==> src/rtl/pdc_pkg.sv <==
// ----------------------------------------------------------------------------
// pdc_pkg: shared types and constants of the PID duty controller
// Holds the field widths, register indexes, the micro-op encoding and the
// control program of the sequencer.
// ----------------------------------------------------------------------------
`default_nettype none

package pdc_pkg;

  // Field and datapath widths.
  localparam int GAIN_W     = 15;
  localparam int LIM_W      = 31;
  localparam int SUM_W      = 32;
  localparam int CFG_IDX_W  = 3;
  localparam int CFG_DATA_W = 32;
  localparam int DUTY_W     = 16;
  localparam int QUO_W      = 12;
  localparam int REM_W      = GAIN_W + QUO_W;
  localparam int MUL_A_W    = GAIN_W + 1;
  localparam int MUL_B_W    = SUM_W + 1;
  localparam int PROD_W     = MUL_A_W + MUL_B_W;
  localparam int ACC_W      = PROD_W + 2;
  localparam int STEP_W     = 4;
  localparam int CNT_W      = 4;

  // Configuration register indexes.
  localparam logic [CFG_IDX_W-1:0] REG_P_GAIN        = 3'd0;
  localparam logic [CFG_IDX_W-1:0] REG_I_GAIN        = 3'd1;
  localparam logic [CFG_IDX_W-1:0] REG_D_GAIN        = 3'd2;
  localparam logic [CFG_IDX_W-1:0] REG_SCALE_FACTOR  = 3'd3;
  localparam logic [CFG_IDX_W-1:0] REG_MAX_ERROR     = 3'd4;
  localparam logic [CFG_IDX_W-1:0] REG_MAX_SUM_ERROR = 3'd5;
  localparam logic [CFG_IDX_W-1:0] REG_MAX_I_TERM    = 3'd6;

  // Constants of the output mapping.
  localparam logic [LIM_W-1:0]  LIM_MAX  = {LIM_W{1'b1}};
  localparam logic [DUTY_W-1:0] DUTY_MID = 16'h8000;
  localparam logic [DUTY_W-1:0] DUTY_TOP = 16'hFFFF;
  localparam logic [DUTY_W-1:0] DUTY_BOT = 16'h0000;

  // Micro-operations executed by the datapath.
  typedef enum logic [3:0] {
    OP_IDLE,
    OP_PREP,
    OP_MUL_P,
    OP_MUL_I,
    OP_MUL_D,
    OP_ADD_D,
    OP_ABS,
    OP_CMP,
    OP_DIV,
    OP_OUT
  } op_t;

  // Jump conditions of the sequencer.
  typedef enum logic [1:0] {
    JC_NONE,
    JC_NO_REQ,
    JC_LOOP,
    JC_OUT_BUSY
  } jc_t;

  typedef logic [STEP_W-1:0] step_t;
  typedef logic [CNT_W-1:0]  cnt_t;

  // One control word of the program.
  typedef struct packed {
    op_t   op;
    jc_t   jc;
    step_t target;
    logic  last;
  } uword_t;

  // Control from the sequencer to the datapath.
  typedef struct packed {
    op_t  op;
    logic take;
  } ctrl_t;

  // Status from the datapath to the sequencer.
  typedef struct packed {
    logic out_busy;
  } stat_t;

  localparam step_t STEP_IDLE = 4'd0;
  localparam step_t STEP_PREP = 4'd1;
  localparam step_t STEP_DIV  = 4'd8;
  localparam step_t STEP_OUT  = 4'd9;

  localparam cnt_t DIV_ITER_LAST = cnt_t'(QUO_W - 1);

  // Control program: gather terms, take the magnitude, divide, deliver.
  function automatic uword_t ucode_rom(input step_t addr);
    uword_t w;
    begin
      w = '{op: OP_IDLE, jc: JC_NONE, target: STEP_IDLE, last: 1'b1};
      case (addr)
        4'd0: w = '{op: OP_IDLE,  jc: JC_NO_REQ,   target: STEP_IDLE, last: 1'b0};
        4'd1: w = '{op: OP_PREP,  jc: JC_NONE,     target: STEP_IDLE, last: 1'b0};
        4'd2: w = '{op: OP_MUL_P, jc: JC_NONE,     target: STEP_IDLE, last: 1'b0};
        4'd3: w = '{op: OP_MUL_I, jc: JC_NONE,     target: STEP_IDLE, last: 1'b0};
        4'd4: w = '{op: OP_MUL_D, jc: JC_NONE,     target: STEP_IDLE, last: 1'b0};
        4'd5: w = '{op: OP_ADD_D, jc: JC_NONE,     target: STEP_IDLE, last: 1'b0};
        4'd6: w = '{op: OP_ABS,   jc: JC_NONE,     target: STEP_IDLE, last: 1'b0};
        4'd7: w = '{op: OP_CMP,   jc: JC_NONE,     target: STEP_IDLE, last: 1'b0};
        4'd8: w = '{op: OP_DIV,   jc: JC_LOOP,     target: STEP_DIV,  last: 1'b0};
        4'd9: w = '{op: OP_OUT,   jc: JC_OUT_BUSY, target: STEP_OUT,  last: 1'b1};
        default: w = '{op: OP_IDLE, jc: JC_NONE, target: STEP_IDLE, last: 1'b1};
      endcase
      return w;
    end
  endfunction

endpackage

`default_nettype wire

==> src/rtl/pdc_sequencer.sv <==
// ----------------------------------------------------------------------------
// pdc_sequencer: step counter and control program of the PID controller
// Reads one control word per step, evaluates its jump condition and runs
// the loop counter of the serial divider.
// ----------------------------------------------------------------------------
`default_nettype none

module pdc_sequencer
  import pdc_pkg::*;
(
  input  wire logic  clk,
  input  wire logic  rst,
  input  wire logic  in_valid,
  input  wire stat_t stat,
  output ctrl_t      ctrl,
  output logic       in_ready
);

  step_t  step;
  step_t  step_next;
  cnt_t   cnt;
  uword_t uw;
  logic   taken;

  // Current control word.
  assign uw = ucode_rom(step);

  // Jump condition of the current word.
  always_comb begin
    case (uw.jc)
      JC_NONE:     taken = 1'b0;
      JC_NO_REQ:   taken = !in_valid;
      JC_LOOP:     taken = (cnt != '0);
      JC_OUT_BUSY: taken = stat.out_busy;
      default:     taken = 1'b0;
    endcase
  end

  // Next step: jump target, program start after the last word, or fall through.
  always_comb begin
    if (taken) begin
      step_next = uw.target;
    end else if (uw.last) begin
      step_next = STEP_IDLE;
    end else begin
      step_next = step_t'(step + 1'b1);
    end
  end

  // Step register and divider loop counter.
  always_ff @(posedge clk) begin
    if (rst) begin
      step <= STEP_IDLE;
      cnt  <= '0;
    end else begin
      step <= step_next;
      if (uw.op == OP_CMP) begin
        cnt <= DIV_ITER_LAST;
      end else if (uw.op == OP_DIV && cnt != '0) begin
        cnt <= cnt - 1'b1;
      end
    end
  end

  // A request is taken only while the program waits at its first step.
  assign in_ready  = (uw.op == OP_IDLE) && !rst;
  assign ctrl.op   = uw.op;
  assign ctrl.take = in_ready && in_valid;

  // An accepted request always starts the computation in the next cycle.
  a_take_starts: assert property (@(posedge clk) disable iff (rst)
    (in_valid && in_ready) |=> (step == STEP_PREP))
    else $error("accepted request did not start the program");

  // The loop counter is only live inside the divide loop.
  a_cnt_in_loop: assert property (@(posedge clk) disable iff (rst)
    (cnt != '0) |-> (uw.op == OP_DIV))
    else $error("loop counter active outside the divide step");

  // A delivered result returns the program to its first step.
  a_out_returns: assert property (@(posedge clk) disable iff (rst)
    (uw.op == OP_OUT && !stat.out_busy) |=> (step == STEP_IDLE))
    else $error("program did not return after delivering a result");

endmodule

`default_nettype wire

==> src/rtl/pdc_datapath.sv <==
// ----------------------------------------------------------------------------
// pdc_datapath: arithmetic of the PID controller
// One shared multiplier, a wide accumulator, a restoring divider that
// produces one quotient bit per step, the controller state and the
// output register.
// ----------------------------------------------------------------------------
`default_nettype none

module pdc_datapath
  import pdc_pkg::*;
#(
  parameter int SAMPLE_WIDTH = 16
) (
  input  wire logic                    clk,
  input  wire logic                    rst,
  input  wire ctrl_t                   ctrl,
  input  wire logic [SAMPLE_WIDTH-1:0] set_point,
  input  wire logic [SAMPLE_WIDTH-1:0] process_value,
  input  wire logic [GAIN_W-1:0]       p_gain,
  input  wire logic [GAIN_W-1:0]       i_gain,
  input  wire logic [GAIN_W-1:0]       d_gain,
  input  wire logic [GAIN_W-1:0]       scale_factor,
  input  wire logic [LIM_W-1:0]        max_error,
  input  wire logic [LIM_W-1:0]        max_sum_error,
  input  wire logic [LIM_W-1:0]        i_term_cap,
  input  wire logic                    out_ready,
  output stat_t                        stat,
  output logic                         out_valid,
  output logic [DUTY_W-1:0]            duty_out
);

  localparam int SEXT_W = MUL_B_W - SAMPLE_WIDTH - 1;

  // Captured request and controller state.
  logic [SAMPLE_WIDTH-1:0]        sp;
  logic [SAMPLE_WIDTH-1:0]        pv;
  logic [SAMPLE_WIDTH-1:0]        last_sample;
  logic signed [SUM_W-1:0]        error_sum;

  // Working registers.
  logic signed [SAMPLE_WIDTH:0]   err;
  logic signed [SAMPLE_WIDTH:0]   dif;
  logic signed [MUL_B_W-1:0]      tmp;
  logic signed [PROD_W-1:0]       prod;
  logic signed [ACC_W-1:0]        acc;
  logic                           p_hi;
  logic                           p_lo;
  logic                           i_hi;
  logic                           i_lo;
  logic                           neg;
  logic                           sat;
  logic [REM_W-1:0]               rem;
  logic [REM_W-1:0]               dvs;
  logic [QUO_W-1:0]               quo;

  // Combinational values.
  logic signed [SAMPLE_WIDTH:0]   err_c;
  logic signed [MUL_B_W-1:0]      tmp_c;
  logic signed [SAMPLE_WIDTH:0]   dif_c;
  logic signed [MUL_B_W-1:0]      err_x;
  logic signed [MUL_B_W-1:0]      dif_x;
  logic signed [MUL_B_W-1:0]      lim_e;
  logic signed [MUL_B_W-1:0]      lim_s;
  logic signed [MUL_A_W-1:0]      mul_a;
  logic signed [MUL_B_W-1:0]      mul_b;
  logic signed [PROD_W-1:0]       mul_p;
  logic signed [ACC_W-1:0]        prod_x;
  logic signed [ACC_W-1:0]        p_sat;
  logic signed [ACC_W-1:0]        i_sat;
  logic signed [ACC_W-1:0]        pterm;
  logic signed [ACC_W-1:0]        iterm;
  logic [GAIN_W-1:0]              divisor;
  logic [ACC_W-1:0]               div_lim;
  logic [DUTY_W-1:0]              q_scaled;
  logic [DUTY_W-1:0]              duty_c;
  logic                           out_busy;

  // Error, sum candidate and measurement change.
  assign err_c = $signed({1'b0, sp}) - $signed({1'b0, pv});
  assign tmp_c = $signed({error_sum[SUM_W-1], error_sum})
               + $signed({{SEXT_W{err_c[SAMPLE_WIDTH]}}, err_c});
  assign dif_c = $signed({1'b0, last_sample}) - $signed({1'b0, pv});
  assign err_x = $signed({{SEXT_W{err[SAMPLE_WIDTH]}}, err});
  assign dif_x = $signed({{SEXT_W{dif[SAMPLE_WIDTH]}}, dif});
  assign lim_e = $signed({2'b00, max_error});
  assign lim_s = $signed({2'b00, max_sum_error});

  // Shared multiplier operand selection.
  always_comb begin
    case (ctrl.op)
      OP_MUL_P: begin
        mul_a = $signed({1'b0, p_gain});
        mul_b = err_x;
      end
      OP_MUL_I: begin
        mul_a = $signed({1'b0, i_gain});
        mul_b = tmp;
      end
      OP_MUL_D: begin
        mul_a = $signed({1'b0, d_gain});
        mul_b = dif_x;
      end
      default: begin
        mul_a = '0;
        mul_b = '0;
      end
    endcase
  end

  assign mul_p = mul_a * mul_b;

  // Term selection with saturation of the P and I terms.
  assign prod_x = $signed({{(ACC_W-PROD_W){prod[PROD_W-1]}}, prod});
  assign p_sat  = $signed({{(ACC_W-LIM_W){1'b0}}, LIM_MAX});
  assign i_sat  = $signed({{(ACC_W-LIM_W){1'b0}}, i_term_cap});
  assign pterm  = p_hi ? p_sat : (p_lo ? -p_sat : prod_x);
  assign iterm  = i_hi ? i_sat : (i_lo ? -i_sat : prod_x);

  // Divisor and the bound at or beyond which the duty saturates.
  assign divisor = (scale_factor == '0) ? GAIN_W'(1) : scale_factor;
  assign div_lim = {{(ACC_W-REM_W){1'b0}}, divisor, {QUO_W{1'b0}}};

  // Output mapping: mid scale plus eight times the signed quotient.
  assign q_scaled = {1'b0, quo, 3'b000};
  always_comb begin
    if (sat) begin
      duty_c = neg ? DUTY_BOT : DUTY_TOP;
    end else if (neg) begin
      duty_c = DUTY_MID - q_scaled;
    end else begin
      duty_c = DUTY_MID + q_scaled;
    end
  end

  assign out_busy      = out_valid && !out_ready;
  assign stat.out_busy = out_busy;

  // Working registers, stepped by the current micro-op.
  always_ff @(posedge clk) begin
    case (ctrl.op)
      OP_IDLE: begin
        if (ctrl.take) begin
          sp <= set_point;
          pv <= process_value;
        end
      end
      OP_PREP: begin
        err <= err_c;
        tmp <= tmp_c;
        dif <= dif_c;
      end
      OP_MUL_P: begin
        prod <= mul_p;
        p_hi <= (err_x > lim_e);
        p_lo <= (err_x < -lim_e);
        i_hi <= (tmp > lim_s);
        i_lo <= (tmp < -lim_s);
      end
      OP_MUL_I: begin
        prod <= mul_p;
        acc  <= pterm;
      end
      OP_MUL_D: begin
        prod <= mul_p;
        acc  <= acc + iterm;
      end
      OP_ADD_D: begin
        acc <= acc + prod_x;
      end
      OP_ABS: begin
        neg <= acc[ACC_W-1];
        acc <= acc[ACC_W-1] ? -acc : acc;
      end
      OP_CMP: begin
        sat <= ($unsigned(acc) >= div_lim);
        rem <= acc[REM_W-1:0];
        dvs <= {1'b0, divisor, {(QUO_W-1){1'b0}}};
        quo <= '0;
      end
      OP_DIV: begin
        // One restoring step: subtract the shifted divisor where it fits.
        if (rem >= dvs) begin
          rem <= rem - dvs;
          quo <= {quo[QUO_W-2:0], 1'b1};
        end else begin
          quo <= {quo[QUO_W-2:0], 1'b0};
        end
        dvs <= dvs >> 1;
      end
      OP_OUT: begin
        if (!out_busy) begin
          duty_out <= duty_c;
        end
      end
      default: begin
      end
    endcase
  end

  // Controller state and output valid flag.
  always_ff @(posedge clk) begin
    if (rst) begin
      error_sum   <= '0;
      last_sample <= '0;
      out_valid   <= 1'b0;
    end else begin
      if (ctrl.op == OP_PREP) begin
        last_sample <= pv;
      end
      // Anti-windup: the sum is held at the bound while it is clamped.
      if (ctrl.op == OP_MUL_P) begin
        if (tmp > lim_s) begin
          error_sum <= lim_s[SUM_W-1:0];
        end else if (tmp < -lim_s) begin
          error_sum <= SUM_W'(-lim_s);
        end else begin
          error_sum <= tmp[SUM_W-1:0];
        end
      end
      if (ctrl.op == OP_OUT && !out_busy) begin
        out_valid <= 1'b1;
      end else if (out_valid && out_ready) begin
        out_valid <= 1'b0;
      end
    end
  end

endmodule

`default_nettype wire

==> src/rtl/pid_duty_controller_unit.sv <==
// Each request runs through the control program in order: prepare, the P,
// I and D multiplies, the D add, magnitude, compare, the 12-step serial
// divide loop and output, after which the next request can be taken.
// A waiting result does not block the next request from being accepted.
// Reset (rst, synchronous) clears the error sum, the last sample and the
// output valid flag, and loads the register defaults.
// ----------------------------------------------------------------------------
// pid_duty_controller_unit: discrete PID controller with anti-windup
// Turns a setpoint and a measured sample into a Q0.16 duty fraction using a
// microcoded sequencer that drives a shared multiply and divide datapath.
// ----------------------------------------------------------------------------
`default_nettype none

module pid_duty_controller_unit
  import pdc_pkg::*;
#(
  parameter int SAMPLE_WIDTH = 16
) (
  input  wire logic                    clk,
  input  wire logic                    rst,
  input  wire logic                    cfg_valid,
  output logic                         cfg_ready,
  input  wire logic [CFG_IDX_W-1:0]    cfg_index,
  input  wire logic [CFG_DATA_W-1:0]   cfg_data,
  input  wire logic                    in_valid,
  output logic                         in_ready,
  input  wire logic [SAMPLE_WIDTH-1:0] set_point,
  input  wire logic [SAMPLE_WIDTH-1:0] process_value,
  output logic                         out_valid,
  input  wire logic                    out_ready,
  output logic [DUTY_W-1:0]            duty_out
);

  logic [GAIN_W-1:0] p_gain;
  logic [GAIN_W-1:0] i_gain;
  logic [GAIN_W-1:0] d_gain;
  logic [GAIN_W-1:0] scale_factor;
  logic [LIM_W-1:0]  max_error;
  logic [LIM_W-1:0]  max_sum_error;
  logic [LIM_W-1:0]  i_term_cap;
  ctrl_t             ctrl;
  stat_t             stat;

  // Configuration registers; unknown indexes are dropped.
  assign cfg_ready = !rst;

  always_ff @(posedge clk) begin
    if (rst) begin
      p_gain        <= '0;
      i_gain        <= '0;
      d_gain        <= '0;
      scale_factor  <= GAIN_W'(1);
      max_error     <= LIM_MAX;
      max_sum_error <= LIM_MAX;
      i_term_cap    <= LIM_MAX;
    end else if (cfg_valid && cfg_ready) begin
      case (cfg_index)
        REG_P_GAIN:        p_gain        <= cfg_data[GAIN_W-1:0];
        REG_I_GAIN:        i_gain        <= cfg_data[GAIN_W-1:0];
        REG_D_GAIN:        d_gain        <= cfg_data[GAIN_W-1:0];
        REG_SCALE_FACTOR:  scale_factor  <= cfg_data[GAIN_W-1:0];
        REG_MAX_ERROR:     max_error     <= cfg_data[LIM_W-1:0];
        REG_MAX_SUM_ERROR: max_sum_error <= cfg_data[LIM_W-1:0];
        REG_MAX_I_TERM:    i_term_cap    <= cfg_data[LIM_W-1:0];
        default: begin
        end
      endcase
    end
  end

  // Control program.
  pdc_sequencer u_seq (
    .clk      (clk),
    .rst      (rst),
    .in_valid (in_valid),
    .stat     (stat),
    .ctrl     (ctrl),
    .in_ready (in_ready)
  );

  // Arithmetic and state.
  pdc_datapath #(
    .SAMPLE_WIDTH (SAMPLE_WIDTH)
  ) u_dp (
    .clk           (clk),
    .rst           (rst),
    .ctrl          (ctrl),
    .set_point     (set_point),
    .process_value (process_value),
    .p_gain        (p_gain),
    .i_gain        (i_gain),
    .d_gain        (d_gain),
    .scale_factor  (scale_factor),
    .max_error     (max_error),
    .max_sum_error (max_sum_error),
    .i_term_cap    (i_term_cap),
    .out_ready     (out_ready),
    .stat          (stat),
    .out_valid     (out_valid),
    .duty_out      (duty_out)
  );

endmodule

`default_nettype wire

==> config.mk <==
export PLATFORM = sky130hd
export DESIGN_NAME = pid_duty_controller_unit
export DESIGN_NICKNAME = d
export VERILOG_FILES = /design/src/rtl/pdc_pkg.sv /design/src/rtl/pdc_sequencer.sv /design/src/rtl/pdc_datapath.sv /design/src/rtl/pid_duty_controller_unit.sv
export SDC_FILE = /design/constraint.sdc
export NUM_CORES = 2
export LEC_CHECK = 0
export BUFFER_PORTS_ARGS = -buffer_cell sky130_fd_sc_hd__buf_2
export CORE_ASPECT_RATIO = 2
export CORE_MARGIN = 2
export CORE_UTILIZATION = 46
export CTS_CLUSTER_DIAMETER = 30
export CTS_CLUSTER_SIZE = 24
export DETAILED_ROUTE_END_ITERATION = 10
export GPL_ROUTABILITY_DRIVEN = 0
export PLACE_DENSITY_LB_ADDON = 0.15
export SYNTH_ARGS = -nofsm -noshare
export SYNTH_HDL_FRONTEND = slang
export SYNTH_SLANG_ARGS = --single-unit
==> constraint.sdc <==
create_clock -name clk -period 9.75 [get_ports clk]
set_input_delay 1.4625 -clock clk [delete_from_list [all_inputs] [get_ports clk]]
set_output_delay 1.4625 -clock clk [all_outputs]
set_load 0.005 [all_outputs]
### After elaboration in Yosys (flattened, before gate mapping)

Memories as Yosys holds them, arrays and structs flattened. A register that Yosys moved wholly into a read port is not among the register bits.
Index checks and enable logic that the tools add are counted.

| word-level totals | value |
|---|---|
| bits in read-only memories | 144 |
| flip-flop bits (word level) | 497 |
| logic and storage cells | 134 |
| memories | 1 |

Memory list:

| name | depth | width | read ports | clocked after Yosys merged registers in | write ports | line | text |
|---|---|---|---|---|---|---|---|
| (no name shown) | 16 | 9 | 1 | 1 | 0 | pdc_pkg.sv:97 | `case (addr)` |

| cells by class | value |
|---|---|
| magnitude comparators | 6 |
| multiplexer cells | 27 |
| equality and inequality tests | 20 |
| add/sub/neg operators | 14 |
| multiply operators | 1 |
| bitwise gates (word level) | 1 |
| reductions and logical operators | 33 |

Operators by type and width:

| kind | count |
|---|---|
| 51-bit 2-to-1 mux | 5 |
| 51-bit one-hot mux with 4 select lines | 1 |
| 27-bit one-hot mux with 2 select lines | 2 |
| 33-bit one-hot mux with 3 select lines | 1 |
| 31-bit negation with 33-bit output | 2 |
| 32-bit 2-to-1 mux | 2 |
| 51-bit by 49-bit adder with 51-bit output | 1 |
| 51-bit adder | 1 |
| 51-bit by 27-bit >= comparator with 1-bit output | 1 |
| 31-bit negation with 51-bit output | 1 |
| 51-bit negation | 1 |
| 16-bit by 33-bit multiplier with 49-bit output | 1 |
| 16-bit 2-to-1 mux | 3 |
| 15-bit one-hot mux with 3 select lines | 1 |
| 16-bit by 16-bit subtractor with 17-bit output | 2 |
| 32-bit by 17-bit adder with 33-bit output | 1 |
| 33-bit by 32-bit > comparator with 1-bit output | 1 |
| 17-bit by 33-bit < comparator with 1-bit output | 1 |
| 33-bit < comparator | 1 |
| 17-bit by 32-bit > comparator with 1-bit output | 1 |
| 27-bit >= comparator | 1 |
| 27-bit 2-to-1 mux | 1 |
| 27-bit subtractor | 1 |
| 12-bit one-hot mux with 2 select lines | 1 |
| other kinds (30) | 68 |

### Longest topological paths before layout

| depth | value |
|---|---|
| depth in word-level cells | 5 |
| depth in mapped cells | 33 |
| depth with buffers taken out | 30 |

### Cells and area by module

A second synthesis with hierarchy kept.

| unflattened totals | value |
|---|---|
| cell total of the unflattened synthesis | 5752 |
| area, all modules | 50184.4 µm² |

Modules (own cells, without submodules):

| module | area each (µm²) | sequential area each (µm²) | times used | cells an instance |
|---|---|---|---|---|
| pdc_datapath | 43819.5 | 9509.1 | 1 | 5044 |
| pid_duty_controller_unit | 5655.4 | 3062.9 | 1 | 631 |
| pdc_sequencer | 709.4 | 300.3 | 1 | 77 |

### Worst setup path after synthesis

No wires, ideal clock.

| timing | value |
|---|---|
| path type | register -> register |
| start | register u_seq.uw[7] (netlist name) |
| end | register u_dp.prod[46] (data pin) |
| stages on the path, launching flop included | 32 |
| period minus slack after synthesis | 8.629 ns |
| setup time | 0.258 ns |
| arrival time | 8.371 ns |
| data required time | 9.492 ns |
| setup slack | 1.121 ns |
| path through | dfxtp_1 -> nand2b_1 -> or3_1 -> clkbuf_1 -> inv_1 -> clkbuf_1 -> buf_1 -> nand2_1 -> nand2_1 -> clkbuf_1 -> clkbuf_1 -> nand2_1 -> fa_1 -> inv_1 -> fa_1 -> fa_1 -> fa_1 -> fa_1 -> inv_1 -> fa_1 -> inv_1 -> ha_1 -> and4_1 -> nand2_1 -> or4_1 -> a31oi_1 -> o21ai_0 -> o311ai_0 -> a311oi_1 -> o41ai_1 -> a21oi_1 -> xnor2_1 |

| on the way | value |
|---|---|
| cells in the longest elaborated chain, start to end | 3 |
| elaborated cells on any way between the ends | 6 |
| classes of those cells | mul: 1; eq/ne: 3; mux: 2 |

Ends and longest elaborated chain:

| element | line | text |
|---|---|---|
| 4-bit by 3-bit == test with 1-bit output / 4-bit by 2-bit == test with 1-bit output (equally long branches) | pdc_datapath.sv:90 | `case (ctrl.op)` |
| 15-bit one-hot mux with 3 select lines / 33-bit one-hot mux with 3 select lines (equally long branches) | pdc_datapath.sv:90 |  |
| 16-bit by 33-bit multiplier with 49-bit output * | pdc_datapath.sv:110 | `assign mul_p = mul_a * mul_b;` |
| named net u_dp.mul_p[46] | pdc_datapath.sv:66 | `logic signed [PROD_W-1:0] mul_p;` |
| end signal: assignment | pdc_datapath.sv:153 | `prod <= mul_p;` |
| end signal: assignment | pdc_datapath.sv:160 | `prod <= mul_p;` |
| end signal: assignment | pdc_datapath.sv:164 | `prod <= mul_p;` |
| end: declaration | pdc_datapath.sv:44 | `logic signed [PROD_W-1:0] prod;` |

Mark *: on every way through the listed nets, which the timed path passes. The rest lies on a longest branch.
A chain may end at the register's enable or synchronous reset.

### Worst setup path in the final report

| timing | value |
|---|---|
| start | register u_seq.uw[7] (netlist name) |
| end | register u_dp.prod[46] (data pin) |

| on the way | value |
|---|---|
| cells in the longest elaborated chain, start to end | 3 |
| elaborated cells on any way between the ends | 6 |
| classes of those cells | mul: 1; eq/ne: 3; mux: 2 |

Ends and longest elaborated chain:

| element | line |
|---|---|
| 4-bit by 3-bit == test with 1-bit output / 4-bit by 2-bit == test with 1-bit output (equally long branches) | pdc_datapath.sv:90 |
| 15-bit one-hot mux with 3 select lines / 33-bit one-hot mux with 3 select lines (equally long branches) | pdc_datapath.sv:90 |
| 16-bit by 33-bit multiplier with 49-bit output * | pdc_datapath.sv:110 |
| named net u_dp.mul_p[46] | pdc_datapath.sv:66 |

Marks and branches as above.

==> results.txt <==
The share of the yosys chip area belonging to registers came out at 25.8%. The final HPWL from detailed placement is ~130,000 um. The highest-delay cell along the critical path is fa_1. The number of failing setup endpoints in the final timing report came out at 0. The final standard cell count with taps included and fillers excluded is ~7,000. The leakage power of the design is about 0.024 uW. The synthesized netlist occupies a cell area of 0.0499 mm2. The die covers roughly 0.11 mm2. The largest total area in the synthesized netlist belongs to fa_1. Setup repair after global routing left no endpoint under its margin. The power share of the combinational group is about 33%. The first-pass GRT wire length came out at between 200,000 and 250,000 um. The number of endpoints with negative hold slack in the final report came out at 0. Row generation in the floorplan step produced 170 rows. Of the available clock period, the critical path in the final layout requires 94.5%.

Yosys printed 0 warnings. The post-synthesis sequential element count came out at around 500. STA classifies the critical path startpoint as a flip-flop. The starting density of the core is a little under half.

TritonCTS built the clock tree. The horizontal die dimension is 237 um. After detailed routing, the total wire length is approximately 160,000 um. Clock-pin slew was measured on the worst setup and hold paths at around 0.060 ns. The data arrival time of the critical path came out at about 9.6 ns.

The total net switching power is around 3500 uW. The clock tree synthesis step divided the H-tree into 3 levels. The synthesized design contains approximately 280 enable-type register cells.

The number of optimization iterations in the first detailed-route pass is 5. The post-layout total power is ~9300 uW. The shortest clock period the worst path allows after layout came out at approximately 9 ns. Derived from the worst setup path, the maximum achievable clock frequency is 0.109 GHz. The net total in the final layout came out at roughly 6,700. The via count of the routed design is a little over 40,000. The core region area came out at 0.107 mm2. The net count after synthesis came out at approximately 6,700.

The reported max-cap violation count is 0. At the worst endpoint, the required time is about 10 ns. The actual transition at the worst max-transition pin came out at 1.22 ns. The detail-routed via count per cell is 5.74.

The sequential share of power is approximately 32%. The switching fraction of total power came out at 37.8%. The count of buffers from port buffering is slightly below 90. Once placement completed, the tool counted placed cells totaling 7,029. The final global-route overflow total is 0. In this run the power density over the cells is around 170 mW/mm2. After synthesis, the cell types taking the most area are fa_1 (19%), edfxtp_1 (17%), ha_1 (10%). The final critical-path setup slack came out at ~0.54 ns. The vertical die dimension came out at about 470 um. The buffer count from post-CTS setup fixing came out at 0.

After clock tree synthesis, the repair step resized 0 gates. In the final layout, the share of cells above drive strength 1 is about 6.8%. The clock network accounts for around 36% of the total power.

The most frequent cell on the critical path is fa_1. The post-detailed-route wirelength per cell is 21.9 um. STA classifies the critical path endpoint as a flip-flop. The number of antenna violations at the first check in global routing came out at 5. The cell with the most instances after synthesis is nand2_1.

Summed over all failing endpoints, the final setup total negative slack is 0 ns. In this run the mean area of a mapped cell was 8.73 um2. The area share of the largest cell type after synthesis is about a fifth. The number of buffers between clock root and the deepest sink came out at 3. The run finished with clean final reports. The pin count of the biggest net entering global routing came out at 77. The number of global-route vias before repair was about 44,000.

The number of sinks handled by clock tree synthesis is ~500. The clock latency on the worst-skew pair is 0.72 ns. In the synthesized netlist the dominant register cell turns out to be edfxtp_1. The kind of critical path is flip-flop to flip-flop.

The final-report max-slew violation count is 0. The cts-stage hold buffer count is 0. CTS placed an instance of clkbuf_16 at the clock tree root.

The internal power of the cells is 5780 uW. The DRC marker count from the first detailed-route iteration is ~2,400. Along the worst path, the maximum fanout reaches 18. Headroom to the max-slew limit came out at a little under a fifth. The DRC violation count after routing is 0. The path type of the worst min-delay path is flip-flop to flip-flop.

The area growth from synthesis to layout came out at 10.5%. The number of nets with antenna violations after detailed routing came out at 0. The biggest cell delay along the critical path is around 0.57 ns. Global routing consumed, over all layers together, 28.8% of the routing resources. The unique cell type count in the Yosys netlist came out at 88. The cell count after synthesis came out at between 5,000 and 6,000. approximately 90 I/O pins were placed. The worst-case vdd ir drop came out at 0.000233 V. The setup skew after layout came out at approximately 0.063 ns.

Buffers inserted during clock tree synthesis total about 90. The proportion of synthesized flip-flops having asynchronous set or reset came out at 0%. The worst slack at placement came out at between 0.5 and 0.6 ns. Ranked by instance count, the synthesized netlist is headed by nand2_1 (779), inv_1 (719), nor2_1 (521).
## stage by stage
stage	instance area [um2]	hold slack, ns	util (%)
3_3_place_gp	51900	0.442	48.3
2_1_floorplan	49900	0.436	-
4_1_cts	55100	0.454	51.3
3_5_place_dp	51900	0.447	48.3
6_report	55100	0.453	51.3
5_1_grt	55100	0.467	51.3
## worst paths after layout
kind | startpoint | to | slack (ns) | cells after the start
setup reg to reg | u_seq.uw[7] | u_dp.prod[46] | 0.54 | 28
hold / removal | p_gain[7] | p_gain[7] | 0.45 | 2
setup / recovery | u_seq.uw[7] | u_dp.prod[46] | 0.54 | 28
hold reg to reg | p_gain[7] | p_gain[7] | 0.45 | 2
## sequential cells by signal, summed over array words and instances, names as in the netlist, 26 cells and up
signal and count:
u_dp.acc 51, u_dp.prod 49, u_dp.tmp 33, u_dp.error_sum 32, i_term_cap 31, max_error 31, max_sum_error 31, u_dp.rem 27
u_dp.dvs 26
## power by group through the flow
stage,Sequential [uW],Combinational [uW],Clock [uW]
floorplan,2890,2110,0
global placement,3000,2930,0
detailed placement,3010,2970,0
CTS,2960,2990,3360
global route,3000,3330,3430
finish,2970,3020,3300
## cell families (layout without fill, tap and decap cells)
| group | count (synthesis) | in the layout | synth area share, % |
|---|---|---|---|
| AOI/OAI and AO/OA | 1166 | 1166 | 15.0 |
| buffers and inverters | 955 | 1060 | 7.29 |
| other | 0 | 6 | 0 |
| xor gates and xnor gates | 257 | 257 | 4.51 |
| DFF | 501 | 501 | 25.8 |
| muxes | 68 | 68 | 1.37 |
| and+or+nand+nor | 1890 | 1890 | 16.9 |
| adders and majority gates | 876 | 876 | 29.1 |
## area by class of cell
class	instances	area (um2)
Sequential cell	501	12900
Clock buffer	98	2340
Timing Repair Buffer	174	1150
Antenna cell	6	15.0
Multi-Input combinational cell	4257	33500
Inverter	721	2710
Fill cell	10200	52300
Tap cell	1376	1720
Clock inverter	67	855
## metal layers
| layer | share of wire (%) | routed length, um | vias up | global-route usage [%] |
|---|---|---|---|---|
| li1 | - | - | 19500 | - |
| met1 | 34 | 52800 | 20100 | 27.4 |
| met2 | 52 | 82600 | 1167 | 53.7 |
| met3 | 3.8 | 5930 | 580 | 3.44 |
| met4 | 10 | 16200 | 2 | 25.8 |
| met5 | 0.0070 | 11 | - | 0 |
## worst max-delay path: cells and delay by family (launching register included)
kind                       cells  cell delay, ns
adders and majority gates      7            3.53
DFF                            1            0.32
and+or+nand+nor                6            1.43
xor gates and xnor gates       1            0.13
buffers and inverters          6            0.81
AOI/OAI and AO/OA              8            2.68
## cell usage in the layout, fill, tap and decap left out, types with 52 or more instances in the layout
cell	n
nand3_1	104
mux2i_1	67
o21ai_0	219
xnor2_1	180
buf_2	88
buf_4	80
a31oi_1	52
dfxtp_1	217
nand2_1	778
a21o_1	136
edfxtp_1	284
inv_1	718
nor3_1	110
o211ai_1	76
nand4_1	52
nor2_1	518
ha_1	404
clkbuf_16	91
a21oi_1	337
xor2_1	77
fa_1	472
No activity file was read; power rests on OpenSTA's default activity.
